$ cat config.mk
export PLATFORM = sky130hd
export DESIGN_NAME = amee_mac
export DESIGN_NICKNAME = d
export VERILOG_FILES = /design/src/sv/amee_mac.sv
export SDC_FILE = /design/constraint.sdc
export NUM_CORES = 2
export LEC_CHECK = 0
export BUFFER_PORTS_ARGS = -buffer_cell sky130_fd_sc_hd__buf_4
export CAP_MARGIN = 25
export CELL_PAD_IN_SITES_DETAIL_PLACEMENT = 2
export CELL_PAD_IN_SITES_GLOBAL_PLACEMENT = 2
export CORE_MARGIN = 2
export CORE_UTILIZATION = 38
export CTS_CLUSTER_DIAMETER = 50
export DETAILED_ROUTE_END_ITERATION = 6
export PLACE_DENSITY = 0.82
export SYNTH_ARGS = -nofsm -noshare
export SYNTH_HDL_FRONTEND = slang
export SYNTH_SLANG_ARGS = --single-unit
$ cat constraint.sdc
create_clock -name clk -period 9.5 [get_ports clk]
set_clock_uncertainty 0.15 [all_clocks]
set_input_delay 1.9 -clock clk [delete_from_list [all_inputs] [get_ports clk]]
set_output_delay 1.9 -clock clk [all_outputs]
set_load 0.01 [all_outputs]
$ cat src/sv/amee_mac.sv
// Shared multiplier with a product and an accumulator register, rounding and saturation.
module amee_mac #(
    parameter int EW = 32
) (
    input  logic               clk,
    input  logic signed [31:0] op_a,
    input  logic signed [31:0] op_b,
    input  logic signed [31:0] addend,
    output logic signed [31:0] result
);

    localparam logic signed [65:0] EMAX = (66'sd1 <<< (EW - 1)) - 66'sd1;
    localparam logic signed [65:0] EMIN = -EMAX - 66'sd1;

    logic signed [63:0] prod_reg;
    logic signed [63:0] acc_reg;
    logic signed [65:0] sum;
    logic signed [65:0] total;

    // The product of one cycle moves to the accumulator in the next, so two
    // consecutive products can be summed and rounded once.
    always_ff @(posedge clk)
    begin
        prod_reg <= op_a * op_b;
        acc_reg  <= prod_reg;
    end

    always_comb
    begin
        sum   = 66'(acc_reg) + 66'(prod_reg);
        total = ((sum + 66'sd32768) >>> 16) + 66'(addend);
        if (total > EMAX)
        begin
            result = 32'(EMAX);
        end
        else if (total < EMIN)
        begin
            result = 32'(EMIN);
        end
        else
        begin
            result = 32'(total);
        end
    end

endmodule

# Word level (Yosys, flattened, before mapping)
# Index checks and enable logic that the tools add are counted.
# op_classes
addsub	3
mul	1
n_div	0
order_cmp	2
n_eq_ne	0
shifts	0
mux	2
bitwise_logic	0
reduce_logical	0
# op_table
op	count
$add 65x17->66 const B	1
$add 64x64->65	1
$mul 32x32->64	1
$mux 32	2
$add 50x32->51	1
$gt 51x32->1 const B	1
$lt 51x32->1 const B	1
# totals
regBits	128
latch_bits	0
ramBits	0
mem_bits_ro	0
inputBits	97
output_inout_bits	32
elab_cells	10
n_memories	0

# Depth between registers and ports, before layout
# logic_depth
depth_word	6
depth_mapped	32
mapped_depth_nobuf	29

# Least setup slack after synthesis
# No wires, ideal clock.
# synth_path
kind	input port to flip-flop
start	input op_a[15]
end	register prod_reg[62]
setup_time_ns	0.072
arrival_time_ns	9.442
required_ns	9.278
slack_ns	-0.164
stages	28
n_path_buf	2
cell_sequence	clkbuf_1 and2_1 fa_1 fa_1 inv_1 fa_1 inv_1 fa_1 inv_1 fa_1 inv_1 fa_1 fa_1 fa_1 ha_1 clkbuf_1 and3_1 and2_1 a221o_1 a21o_1 a211oi_2 a211oi_1 o2111ai_1 and4_1 o41ai_1 a311o_1 a221oi_1 xnor2_1
# synth_via
elab_chain_len	1
# synth_lines
item	line	text
from (decl)	6	input logic signed [31:0] op_a,
$mul 32x32->64	24	prod_reg <= op_a * op_b;
to (signal assigned)	24	
to (decl)	15	logic signed [63:0] prod_reg;
# No other way between the ends.

# Worst setup path after layout
# layout_path
start	input op_a[9]
end	register prod_reg[56]
# Same word-level chain as after synthesis.

==> run metrics <==
status finished with violations; failing checks design-rule violations, negative setup slack; Worst Hold Launch prod_reg[50]$_DFF_P_; Max-slew headroom 0.3356; RSZ-0062 raised after global routing true; H-tree depth 4; required time of the critical path 9.68 ns; Max clock buf depth 2; multi-input logic area between 30,000 and 40,000 um^2; EDFF count, synth 0; largest net degree at the start of global routing 32; Fillers 12,397; Setup CP Type in2reg; Max Slew Vio Count 0; Register Area ~2600 um^2; Setup WS post-layout -2.347 ns; Synth Area in XOR/XNOR 0.03043; Worst-Skew Late Latency 0.46 ns; Finished Layout Cells 6,794; total CTS buffers 17; CP max FO 11; dpl cells 6,699; Synth Cell Area between 40,000 and 50,000 um^2; Max Fclk 0.08441 GHz; Net Count, Synth ~6,400; largest family of logic cells by synthesized area adder cells; Initial Util 0.3817; via count 45,125; Worst R2R Start prod_reg[19]$_DFF_P_; post-synthesis simple-gate area fraction 0.1441; Syn Inst Count 4,884; Core Region 117,600 um^2; Final min period 11.85 ns; Worst Path Arrival 12.03 ns; async set or reset register ratio after synthesis 0; NumNets Final approximately 6,800; Final ANT Viol Nets 0; Via density 6.642; GR Overflow Total 0; final core occ 0.4534; MaxCap Viol Count 0; worst path bufs/invs 10; first-pass GRT wire length 357.4 mm; critical path's slowest cell fa_1; worst hold margin 0.2046 ns; final count of hold timing violations 0; # IOs 129; vias in the first global route 49,898; endpoints failing setup approximately 80; most frequent cells in the layout inv_1 (1,028), fa_1 (994), nand2_1 (693), buf_4 (437), and2_1 (341); period utilisation layout 1.247; Ys Warns 0; post-DR wirelength/cell 43.82 um; share of cells above drive strength 1 0.1845; sequential fraction of the synthesis area 0.05708; Placer Congestion slightly below 0.9; initial antenna violation count 25; drc violations 10; post-synthesis mux area share 0.0009755; measured slew at the worst slew-check pin 0.9862 ns; hold depth 0; row cnt 126; Die Ht approximately 350 um; Synth cell types 78; die area 120,900 um^2; final WL 297.7 mm; gr usage total 0.4077; mean area per synthesized cell 9.192 um^2; Top delay family on crit path adder cells; Detail Placement HPWL 163.0 mm; Layout area overhead 18.77%; DRT iter0 DRCs 5,564; clk slew on worst S/H paths approximately 0.07 ns; drt first pass iters 7; area share of fa/ha/maj cells after synthesis 0.5836; hold crit path type reg2reg; pre-CTS setup slack -1.162 ns; max incr delay on CP 0.98 ns; crit end category register; clock root cell clkbuf_16; FF+latch count, synth roughly 130; reg-to-reg slack, setup 8.66 ns; most common library cell in the layout ignoring fill and taps inv_1; worst reg2reg path depth 0; CP Launch Type primary input; Hold Path End acc_reg[50]$_DFF_P_; post-synthesis compound-gate area fraction 0.07494; reg2reg end acc_reg[19]$_DFF_P_; # clock sinks between 100 and 150; CTS tree built; buffers added on ports 128; chip width between 300 and 400 um; cts hold-fix bufs 0; Most used DFF post-synth dfxtp_1
## Yosys cell counts, drive strengths merged, types with 3 or more instances
cell type / count / area, um^2
a211o: 5 / 46.30
a211oi: 22 / 180.2
a21boi: 8 / 60.06
a21o: 97 / 733.2
a21oi: 157 / 785.8
a221o: 3 / 30.03
a221oi: 4 / 41.29
a311oi: 8 / 82.58
a31o: 4 / 35.03
a31oi: 14 / 87.58
a41o: 4 / 51.30
and2: 371 / 2323
and3: 18 / 113.9
and4: 4 / 35.03
buf: 7 / 63.80
clkbuf: 210 / 802.0
dfxtp: 128 / 2562
fa: 1083 / 21680
ha: 361 / 4517
inv: 1072 / 4024
mux2: 3 / 33.78
nand2: 706 / 2650
nand2b: 27 / 168.9
nand3: 27 / 135.1
nand4: 21 / 137.6
nand4b: 3 / 26.28
nor2: 81 / 304.0
nor2b: 43 / 269.0
nor3: 18 / 90.09
nor3b: 4 / 30.03
nor4: 6 / 37.54
o2111ai: 4 / 35.03
o211ai: 17 / 127.6
o21a: 22 / 165.2
o21ai: 103 / 523.0
o21bai: 16 / 120.1
o31a: 4 / 35.03
o31ai: 7 / 66.31
or2: 3 / 21.27
or3: 8 / 50.05
xnor2: 97 / 849.6
xor2: 59 / 516.8
## routing by layer
layer | vias up | part of all wire | GRT usage
met4 | 30 | 0.12 | 0.3576
li1 | 15338 | - | -
met1 | 22521 | 0.32 | 0.4328
met5 | - | 0.0019 | 0
met2 | 4797 | 0.42 | 0.6659
met3 | 2439 | 0.13 | 0.1151
## per-stage QoR
stage | instance area [um^2] | TNS (ns)
2_1_floorplan | 44920 | 0
3_3_place_gp | 50030 | -1.942
3_5_place_dp | 50030 | -20.00
4_1_cts | 51380 | -0.5336
5_1_grt | 53300 | -62.94
6_report | 53320 | -73.59
## cells by family after synthesis
kind of cell,Yosys count
adder cells (fa/ha/maj),1444
AND/OR/NAND/NOR,1348
buffers and inverters,1289
AO/OA/AOI/OAI,515
XOR/XNOR,156
flip-flops,128
multiplexers,4
## repair_timing
action / CTS / global route
hold endpoints to repair: 0 / 0
endpoints found under the setup margin: 56 / 59
pin swaps: 71 / 174
cloned: 2 / 2
resized for setup: 164 / 386
setup buffers: 13 / 39
## worst max path at each step
stage | slack, ns | startpoint | depth (start not counted) | end
global placement | -0.40 | op_b[2] | 28 | prod_reg[62]$_DFF_P_
floorplan | 0.002 | op_b[5] | 23 | prod_reg[62]$_DFF_P_
finish | -2.35 | op_a[9] | 31 | prod_reg[56]$_DFF_P_
CTS | -0.22 | op_b[13] | 29 | prod_reg[62]$_DFF_P_
detailed placement | -1.16 | op_b[3] | 26 | prod_reg[62]$_DFF_P_
global route | -2.02 | op_a[9] | 31 | prod_reg[56]$_DFF_P_
## layout make-up
type / instances / area share
Inverter: 1072 / 0.07568
Tap cell: 1536 / 0.03604
Clock inverter: 13 / 0.002863
Sequential cell: 128 / 0.04813
Timing Repair Buffer: 548 / 0.09297
Multi-Input combinational cell: 3467 / 0.7357
Clock buffer: 19 / 0.008119
Antenna cell: 11 / 0.0005163
Power is not shown: default switching activity piles up to over one toggle a cycle in this logic, so the estimate is an artifact.
