==> src/sv/amee_pkg.sv <==
// Shared types, command codes and the arctangent table for the affine matrix edit engine.
package amee_pkg;

    localparam logic [2:0] CMD_TRANS_INT = 3'd0;
    localparam logic [2:0] CMD_TRANS_EXT = 3'd1;
    localparam logic [2:0] CMD_SCALE_INT = 3'd2;
    localparam logic [2:0] CMD_SCALE_EXT = 3'd3;
    localparam logic [2:0] CMD_ROT_INT   = 3'd4;
    localparam logic [2:0] CMD_ROT_EXT   = 3'd5;
    localparam logic [2:0] CMD_IDENTITY  = 3'd6;
    localparam logic [2:0] CMD_READ      = 3'd7;

    localparam logic [1:0] AXIS_X    = 2'd0;
    localparam logic [1:0] AXIS_Y    = 2'd1;
    localparam logic [1:0] AXIS_Z    = 2'd2;
    localparam logic [1:0] AXIS_NONE = 2'd3;

    localparam int NUM_ENTRIES = 12;
    localparam logic [3:0] LAST_ENTRY = 4'd11;
    localparam logic signed [31:0] ONE_Q16 = 32'sd65536;
    localparam logic signed [33:0] CORDIC_K = 34'sd652032874;

    typedef struct packed {
        logic [2:0]         cmd;
        logic [1:0]         axis;
        logic signed [31:0] amount;
        logic signed [15:0] angle;
    } cmd_t;

    typedef struct packed {
        logic [3:0]         entry_index;
        logic signed [31:0] entry_value;
        logic               last;
    } entry_t;

    typedef enum logic [3:0] {
        ST_IDLE,
        ST_TRIG,
        ST_LOAD_A,
        ST_LOAD_B,
        ST_MUL1,
        ST_MUL2,
        ST_WR_P,
        ST_MUL3,
        ST_WR_Q,
        ST_READ,
        ST_READ_WAIT
    } state_t;

    // Arctangent of 2^-i in units of 2^32 per turn.
    function automatic logic [31:0] atan_entry(input logic [4:0] i);
        logic [31:0] v;
        case (i)
            5'd0:  v = 32'h20000000;
            5'd1:  v = 32'h12E4051D;
            5'd2:  v = 32'h09FB385B;
            5'd3:  v = 32'h051111D4;
            5'd4:  v = 32'h028B0D43;
            5'd5:  v = 32'h0145D7E1;
            5'd6:  v = 32'h00A2F61E;
            5'd7:  v = 32'h00517C55;
            5'd8:  v = 32'h0028BE53;
            5'd9:  v = 32'h00145F2E;
            5'd10: v = 32'h000A2F98;
            5'd11: v = 32'h000517CC;
            5'd12: v = 32'h00028BE6;
            5'd13: v = 32'h000145F3;
            5'd14: v = 32'h0000A2F9;
            5'd15: v = 32'h0000517C;
            5'd16: v = 32'h000028BE;
            5'd17: v = 32'h0000145F;
            5'd18: v = 32'h00000A2F;
            5'd19: v = 32'h00000517;
            5'd20: v = 32'h0000028B;
            5'd21: v = 32'h00000145;
            5'd22: v = 32'h000000A2;
            5'd23: v = 32'h00000051;
            5'd24: v = 32'h00000028;
            5'd25: v = 32'h00000014;
            5'd26: v = 32'h0000000A;
            5'd27: v = 32'h00000005;
            5'd28: v = 32'h00000002;
            5'd29: v = 32'h00000001;
            default: v = 32'h00000000;
        endcase
        return v;
    endfunction

endpackage

==> src/sv/amee_cordic.sv <==
// Iterative CORDIC that turns an angle into cosine and sine, one rotation per cycle.
module amee_cordic #(
    parameter int ITERATIONS = 16
) (
    input  logic               clk,
    input  logic               rst_n,
    input  logic               start,
    input  logic signed [15:0] angle,
    input  logic               negate,
    output logic               done,
    output logic signed [31:0] cos_val,
    output logic signed [31:0] sin_val
);

    localparam int CW = (ITERATIONS > 1) ? $clog2(ITERATIONS) : 1;
    localparam logic [CW-1:0] LAST_STEP = CW'(ITERATIONS - 1);

    logic               busy_reg, busy_next;
    logic               done_reg, done_next;
    logic [CW-1:0]      cnt_reg, cnt_next;
    logic signed [33:0] x_reg, x_next;
    logic signed [33:0] y_reg, y_next;
    logic signed [33:0] z_reg, z_next;
    logic               flip_reg, flip_next;

    logic [31:0]        z_start;
    logic [31:0]        z_turned;
    logic               flip_start;
    logic signed [33:0] dx, dy, step_angle;
    logic signed [33:0] x_round, y_round;

    always_comb
    begin
        z_start = {angle, 16'h0000};
        if (negate)
        begin
            z_start = 32'h0 - z_start;
        end
        // Angles in the left half-plane are turned by half a turn and negated at the end.
        flip_start = (z_start[31:30] == 2'b01) || (z_start[31:30] == 2'b10);
        z_turned   = flip_start ? (z_start + 32'h8000_0000) : z_start;
    end

    always_comb
    begin
        dx         = y_reg >>> cnt_reg;
        dy         = x_reg >>> cnt_reg;
        step_angle = signed'({2'b00, amee_pkg::atan_entry(5'(cnt_reg))});
        busy_next  = busy_reg;
        done_next  = 1'b0;
        cnt_next   = cnt_reg;
        x_next     = x_reg;
        y_next     = y_reg;
        z_next     = z_reg;
        flip_next  = flip_reg;
        if (start)
        begin
            busy_next = 1'b1;
            cnt_next  = '0;
            x_next    = amee_pkg::CORDIC_K;
            y_next    = '0;
            z_next    = signed'({{2{z_turned[31]}}, z_turned});
            flip_next = flip_start;
        end
        else if (busy_reg)
        begin
            if (!z_reg[33])
            begin
                x_next = x_reg - dx;
                y_next = y_reg + dy;
                z_next = z_reg - step_angle;
            end
            else
            begin
                x_next = x_reg + dx;
                y_next = y_reg - dy;
                z_next = z_reg + step_angle;
            end
            cnt_next = cnt_reg + 1'b1;
            if (cnt_reg == LAST_STEP)
            begin
                busy_next = 1'b0;
                done_next = 1'b1;
            end
        end
    end

    always_ff @(posedge clk or negedge rst_n)
    begin
        if (!rst_n)
        begin
            busy_reg <= 1'b0;
            done_reg <= 1'b0;
            cnt_reg  <= '0;
        end
        else
        begin
            busy_reg <= busy_next;
            done_reg <= done_next;
            cnt_reg  <= cnt_next;
        end
    end

    always_ff @(posedge clk)
    begin
        x_reg    <= x_next;
        y_reg    <= y_next;
        z_reg    <= z_next;
        flip_reg <= flip_next;
    end

    always_comb
    begin
        x_round = (x_reg + 34'sd8192) >>> 14;
        y_round = (y_reg + 34'sd8192) >>> 14;
        if (flip_reg)
        begin
            x_round = -x_round;
            y_round = -y_round;
        end
        cos_val = 32'(x_round);
        sin_val = 32'(y_round);
    end

    assign done = done_reg;

endmodule

==> config.mk <==
export PLATFORM = sky130hd
export DESIGN_NAME = amee_cordic
export DESIGN_NICKNAME = d
export VERILOG_FILES = /design/src/sv/amee_pkg.sv /design/src/sv/amee_cordic.sv
export SDC_FILE = /design/constraint.sdc
export NUM_CORES = 1
export LEC_CHECK = 0
export BUFFER_PORTS_ARGS = -buffer_cell sky130_fd_sc_hd__buf_2
export CAP_MARGIN = 40
export CORE_MARGIN = 2
export CORE_UTILIZATION = 30
export DETAILED_ROUTE_END_ITERATION = 10
export PLACE_DENSITY_LB_ADDON = 0.3
export SYNTH_ARGS = -nofsm -noshare
export SYNTH_HDL_FRONTEND = slang
export SYNTH_SLANG_ARGS = --single-unit
export TNS_END_PERCENT = 1
==> constraint.sdc <==
create_clock -name clk -period 12.9 [get_ports clk]
set_clock_uncertainty 0.2 [all_clocks]
set_input_delay 0 -clock clk [delete_from_list [all_inputs] [get_ports clk]]
set_output_delay 0 -clock clk [all_outputs]
set_load 0.05 [all_outputs]
[After elaboration in Yosys (flattened, before gate mapping)]
Memory sizes are Yosys's and may differ from the RTL's.
Index checks and enable logic that the tools add are counted.
Word-level totals
  flip-flop bits (word level): 109
  ROM bits: 480
  bits of input ports: 20
  word-level logic and storage cells: 45
  memories: 1
Cells by class
  add/subtract/negate cells: 13
  equality and inequality tests: 3
  shifts and indexed selects: 2
  muxes and demuxes: 17
  reductions and logical operators: 2
Memories
  (no name shown): depth 16, bits a word 30, rd ports 1, clocked after memory_dff 0, wr ports 0, RTL line amee_pkg.sv:53  | case (i)
Operators with widths (number)
  34-bit 2-to-1 mux: 5
  32-bit 2-to-1 mux: 4
  34-bit by 15-bit adder with 34-bit output, second input constant: 2
  34-bit adder: 2
  34-bit by 4-bit >>> shifter with 34-bit output: 2
  34-bit subtractor: 2
  20-bit negation with 32-bit output: 2
  34-bit by 33-bit adder with 34-bit output: 1
  34-bit by 33-bit subtractor with 34-bit output: 1
  32-bit adder, second input constant: 1
  1-bit by 32-bit subtractor with 32-bit output, first input constant: 1
  4-bit 2-to-1 mux: 2
  1-bit 2-to-1 mux: 6
  4-bit by 1-bit adder with 4-bit output, second input constant: 1
  4-bit equality test, second input constant: 1
  2-bit by 1-bit equality test with 1-bit output, second input constant: 1
  2-bit equality test, second input constant: 1
  2-bit nonzero test: 1
  1-bit logical OR: 1

[Depth between registers and ports, before layout]
  word-level depth: 6
  depth in mapped cells: 29

[Least setup slack after synthesis]
OpenSTA, ideal clock, no wires.
  kind: register to register
  start: reg cnt_reg[1]
  end: reg z_reg[32], data pin
  setup time: 0.267 ns
  arrival time: 5.751 ns
  data required time: 12.433 ns
  slack: 6.682 ns
  stages on the path, launching flop included: 23
  clock period less this slack: 6.218 ns
  cells stage by stage: dfrtp_1 -> inv_2 -> buf_2 -> buf_2 -> buf_1 -> buf_1 -> ha_1 -> a21oi_1 -> mux2i_1 -> nand3_1 -> nor3_1 -> a31oi_1 -> xor2_1 -> ha_1 -> a2111oi_0 -> a2111oi_0 -> o41ai_1 -> a31oi_1 -> a221oi_1 -> o21ai_0 -> a31oi_1 -> xor2_1 -> o21ai_0
On the way
  longest elaborated chain between the ends: 5
  elaborated cells between the ends (all ways): 6
Ends and longest elaborated chain
  start: declaration: RTL line amee_cordic.sv:20  | logic [CW-1:0] cnt_reg, cnt_next;
  start signal: assignment: RTL line amee_cordic.sv:100  | cnt_reg <= cnt_next;
  memory read 16 x 30 bit (*)
  34-bit by 33-bit subtractor with 34-bit output / 34-bit by 33-bit adder with 34-bit output (equally long branches): RTL line amee_cordic.sv:71, amee_cordic.sv:77
  34-bit 2-to-1 mux (*): RTL line amee_cordic.sv:67  | if (!z_reg[33])
  34-bit 2-to-1 mux (*): RTL line amee_cordic.sv:65  | else if (busy_reg)
  34-bit 2-to-1 mux (*): RTL line amee_cordic.sv:56  | if (start)
  net z_next[32]: RTL line amee_cordic.sv:23  | logic signed [33:0] z_reg, z_next;
  end signal: assignment: RTL line amee_cordic.sv:108  | z_reg <= z_next;
  end: declaration: RTL line amee_cordic.sv:23
Mark *: on every way through the listed nets, which the timed path passes. The rest lies on a longest branch. The select of a mux whose other input is x is not followed.
A chain may end at the register's enable or synchronous reset.

[Worst setup path in the final report]
  start: reg cnt_reg[3]
  end: reg x_reg[33]
On the way
  longest elaborated chain between the ends: 3
  elaborated cells between the ends (all ways): 4
Ends and longest elaborated chain
  34-bit by 4-bit >>> shifter with 34-bit output (*): RTL line amee_cordic.sv:46  | dx = y_reg >>> cnt_reg;
  34-bit subtractor / 34-bit adder (equally long branches): RTL line amee_cordic.sv:69, amee_cordic.sv:75
  34-bit 2-to-1 mux (*): RTL line amee_cordic.sv:67
  end signal: assignment: RTL line amee_cordic.sv:106  | x_reg <= x_next;
  end: declaration: RTL line amee_cordic.sv:21  | logic signed [33:0] x_reg, x_next;
Every way passes the cells marked *; elsewhere a longest branch is shown, timed or not.

==> results_dict.tcl <==
set metrics [dict create \
    drv_slew 0 \
    clk_pin_slew_ns 0.08 \
    post-route-util_pct 32.7 \
    max_freq_mhz 129 \
    status "finished clean" \
    finalNonFillerCells 3013 \
    synthXorXnorAreaFrac_pct 12.7 \
    via_count 17100 \
    cts-root-buf "clkbuf_16" \
    firstDrtPassIters 5 \
    min_period_ns 7.77 \
    die_area_um2 60900 \
    fillers 6164 \
    synth_adder_area_share_pct 8.54 \
    die_y_um 247 \
    htreeDepth 3 \
    critPathLaunchType "flop" \
    synth_top_family_by_area "compound AO/OA/AOI/OAI gates" \
    setup_tns_ns 0 \
    clk_latency_ns 0.40 \
    drv_cap 0 \
    antenna_cells 0 \
    synth_seq_cells 109 \
    hold_viol 0 \
    crit_buf_inv 1 \
    syn_area_per_cell_um2 7.88 \
    hpwl_um 42300 \
    start_util_pct 30.1 \
    cts_tree "yes" \
    yosysMostFrequentCell "nor2_1" \
    synthSimpleGateAreaFrac_pct 18.6 \
    dpl.cell_count 2973 \
    synth_nets 2384 \
    die-width_um 247 \
    fin_crit_sh_pct 60.2 \
    slowest_stage "nor3b_1" \
    syn-cell-area_um2 17700 \
    holdCritPathClass "in2reg" \
    gr-total-overflow 0 \
    synthCells 2245 \
    synth.top_cell.area_share_pct 9.29 \
    yosys.area.top_type "mux4_2" \
    drive_gt1_share_pct 12.7 \
    grt.total_usage_pct 18.7 \
    ys_types 86 \
    yosysSeqAreaShare_pct 14.5 \
    path_max_fanout 73 \
    path_class "reg2reg" \
    cts_buffers 9 \
    layout-area-overhead-vs-synth_pct 8.34 \
    crit_required_ns 13.02 \
    drc 0 \
    rows 89 \
    finalSetupViolations 0 \
    synth_warnings 0 \
    path_delay_family "compound AO/OA/AOI/OAI gates" \
    cpPeakStageDelay_ns 0.77 \
    grt_max_degree 74 \
    wirelength_um 57000 \
    worst_slew_pin_slew_ns 0.913 \
    synth_edf_count 35 \
    yosys-top-cells-count "223 x nor2_1, 209 x nand2_1, 168 x xnor2_1" \
    port_buffers 84 \
    synthTopCellsByArea "mux4_2 9.3%, xnor2_1 8.3%, ha_1 8.2%" \
    via_per_inst 5.68 \
    grt_pass1_wl_um 91500 \
    synth_compound_area_share_pct 23.0 \
    nets 2374 \
    drtIter0Drc 1048 \
    core_area_um2 58700 \
    max-clock-path-buffers 2 \
    ios 85 \
    cp.arrival_ns 7.89 \
    antenna_left 0 \
    numClockSinks 109 \
    place_congestion 0.917 \
    rsz0062_at_grt "false" \
    synthFlopType "dfxtp_1" \
    synthArstFlopShare_pct 5.50 \
    path_cells "buf_4, mux4_2, mux4_2, a211o_1, nor3_2, nand3_1, nor3b_1, nor2_1, xnor2_1, ha_1, and3_1, a221o_1, a221o_1, a31oi_1, o21ai_0, a2111oi_0, nor3_1, xor2_1, or3_1, a21oi_1" \
    first_global_vias 16500 \
    antenna_found_initial 0 \
    synthMuxAreaShare_pct 17.6 \
    post_drt_wl_per_cell_um 18.9 \
    end_kind "flop" \
    relSlewSlack_pct 38.9 \
]
-- routing by layer --
layer	part of all wire [%]	vias to the layer above	routed length (um)	track usage (%)
met4	3.0	0	1690	5.95
met2	49	472	27700	32.4
met3	5.3	99	3050	3.23
li1	-	8262	-	-
met5	0	-	0	0
met1	43	8276	24600	23.5
-- layout make-up --
class                           instances  area (um2)  share of cell area [%]
Sequential cell                       109        2580                    13.4
Timing Repair Buffer                  134         885                    4.61
Clock buffer                           10         230                    1.20
Inverter                               61         229                    1.19
Clock inverter                          6        62.6                   0.326
Multi-Input combinational cell       1920       14200                    74.2
Tap cell                              773         967                    5.05
-- placed cells by master, fill, tap and decap left out, types with 24 or more instances in the layout --
master / instances
a31oi_1: 34
a21oi_1: 158
mux4_2: 73
mux2i_1: 74
inv_1: 57
nor3_1: 48
a21o_1: 54
nor2b_1: 29
and3_1: 27
buf_2: 84
xor2_1: 88
nand3_1: 55
nand2_1: 209
dfxtp_1: 68
edfxtp_1: 35
nor2_1: 223
xnor2_1: 168
ha_1: 116
o21ai_0: 157
dlygate4sd3_1: 24
mux2_2: 41
-- kinds of logic (layout without fill, tap and decap cells) --
family          after synthesis  after routing
fa+ha+maj                   119            119
compound gates              631            631
xor+xnor                    256            256
buf+inv                     216            211
mux                         205            205
simple gates                709            709
flops                       109            109
-- worst paths after layout --
check,startpoint,end,depth (start not counted),slack (ns)
setup reg to reg,cnt_reg[3],x_reg[33],20,5.13
hold / removal,negate,z_reg[23],5,0.03
setup / recovery,cnt_reg[3],x_reg[33],20,5.13
hold reg to reg,y_reg[0],y_reg[0],2,0.30
max in group asynchronous,rst_n,cnt_reg[3],3,11.84
min in group asynchronous,rst_n,cnt_reg[0],3,0.38
-- metrics by stage --
step           cell area [um2]  setup slack (ns)  hold WS [ns]
2_1_floorplan            17700              6.68        -0.496
5_1_grt                  19200              4.61        0.0481
4_1_cts                  19200              5.19       0.00627
3_3_place_gp             18600              4.76        -0.347
3_5_place_dp             18600              5.23        -0.345
6_report                 19200              5.13        0.0333
-- worst register-to-register path, cell delays in order (launching register included) --
cell       delay, ns
dfrtp_4         0.75
buf_4           0.77
mux4_2          0.69
mux4_2          0.52
a211o_1         0.25
nor3_2          0.16
nand3_1         0.21
nor3b_1         0.77
nor2_1          0.11
xnor2_1         0.16
ha_1            0.34
and3_1          0.24
a221o_1         0.39
a221o_1         0.33
a31oi_1         0.33
o21ai_0         0.29
a2111oi_0       0.45
nor3_1          0.13
xor2_1          0.16
or3_1           0.31
a21oi_1         0.14
-- repair_timing --
action / 4_1_cts / 5_1_grt
hold buffers: 24 / 0
gates resized for setup: 0 / 0
setup buffers: 0 / 0
hold endpoints to repair: 41 / 0
Power is not shown: default switching activity piles up to over one toggle a cycle in this logic, so the estimate is an artifact.
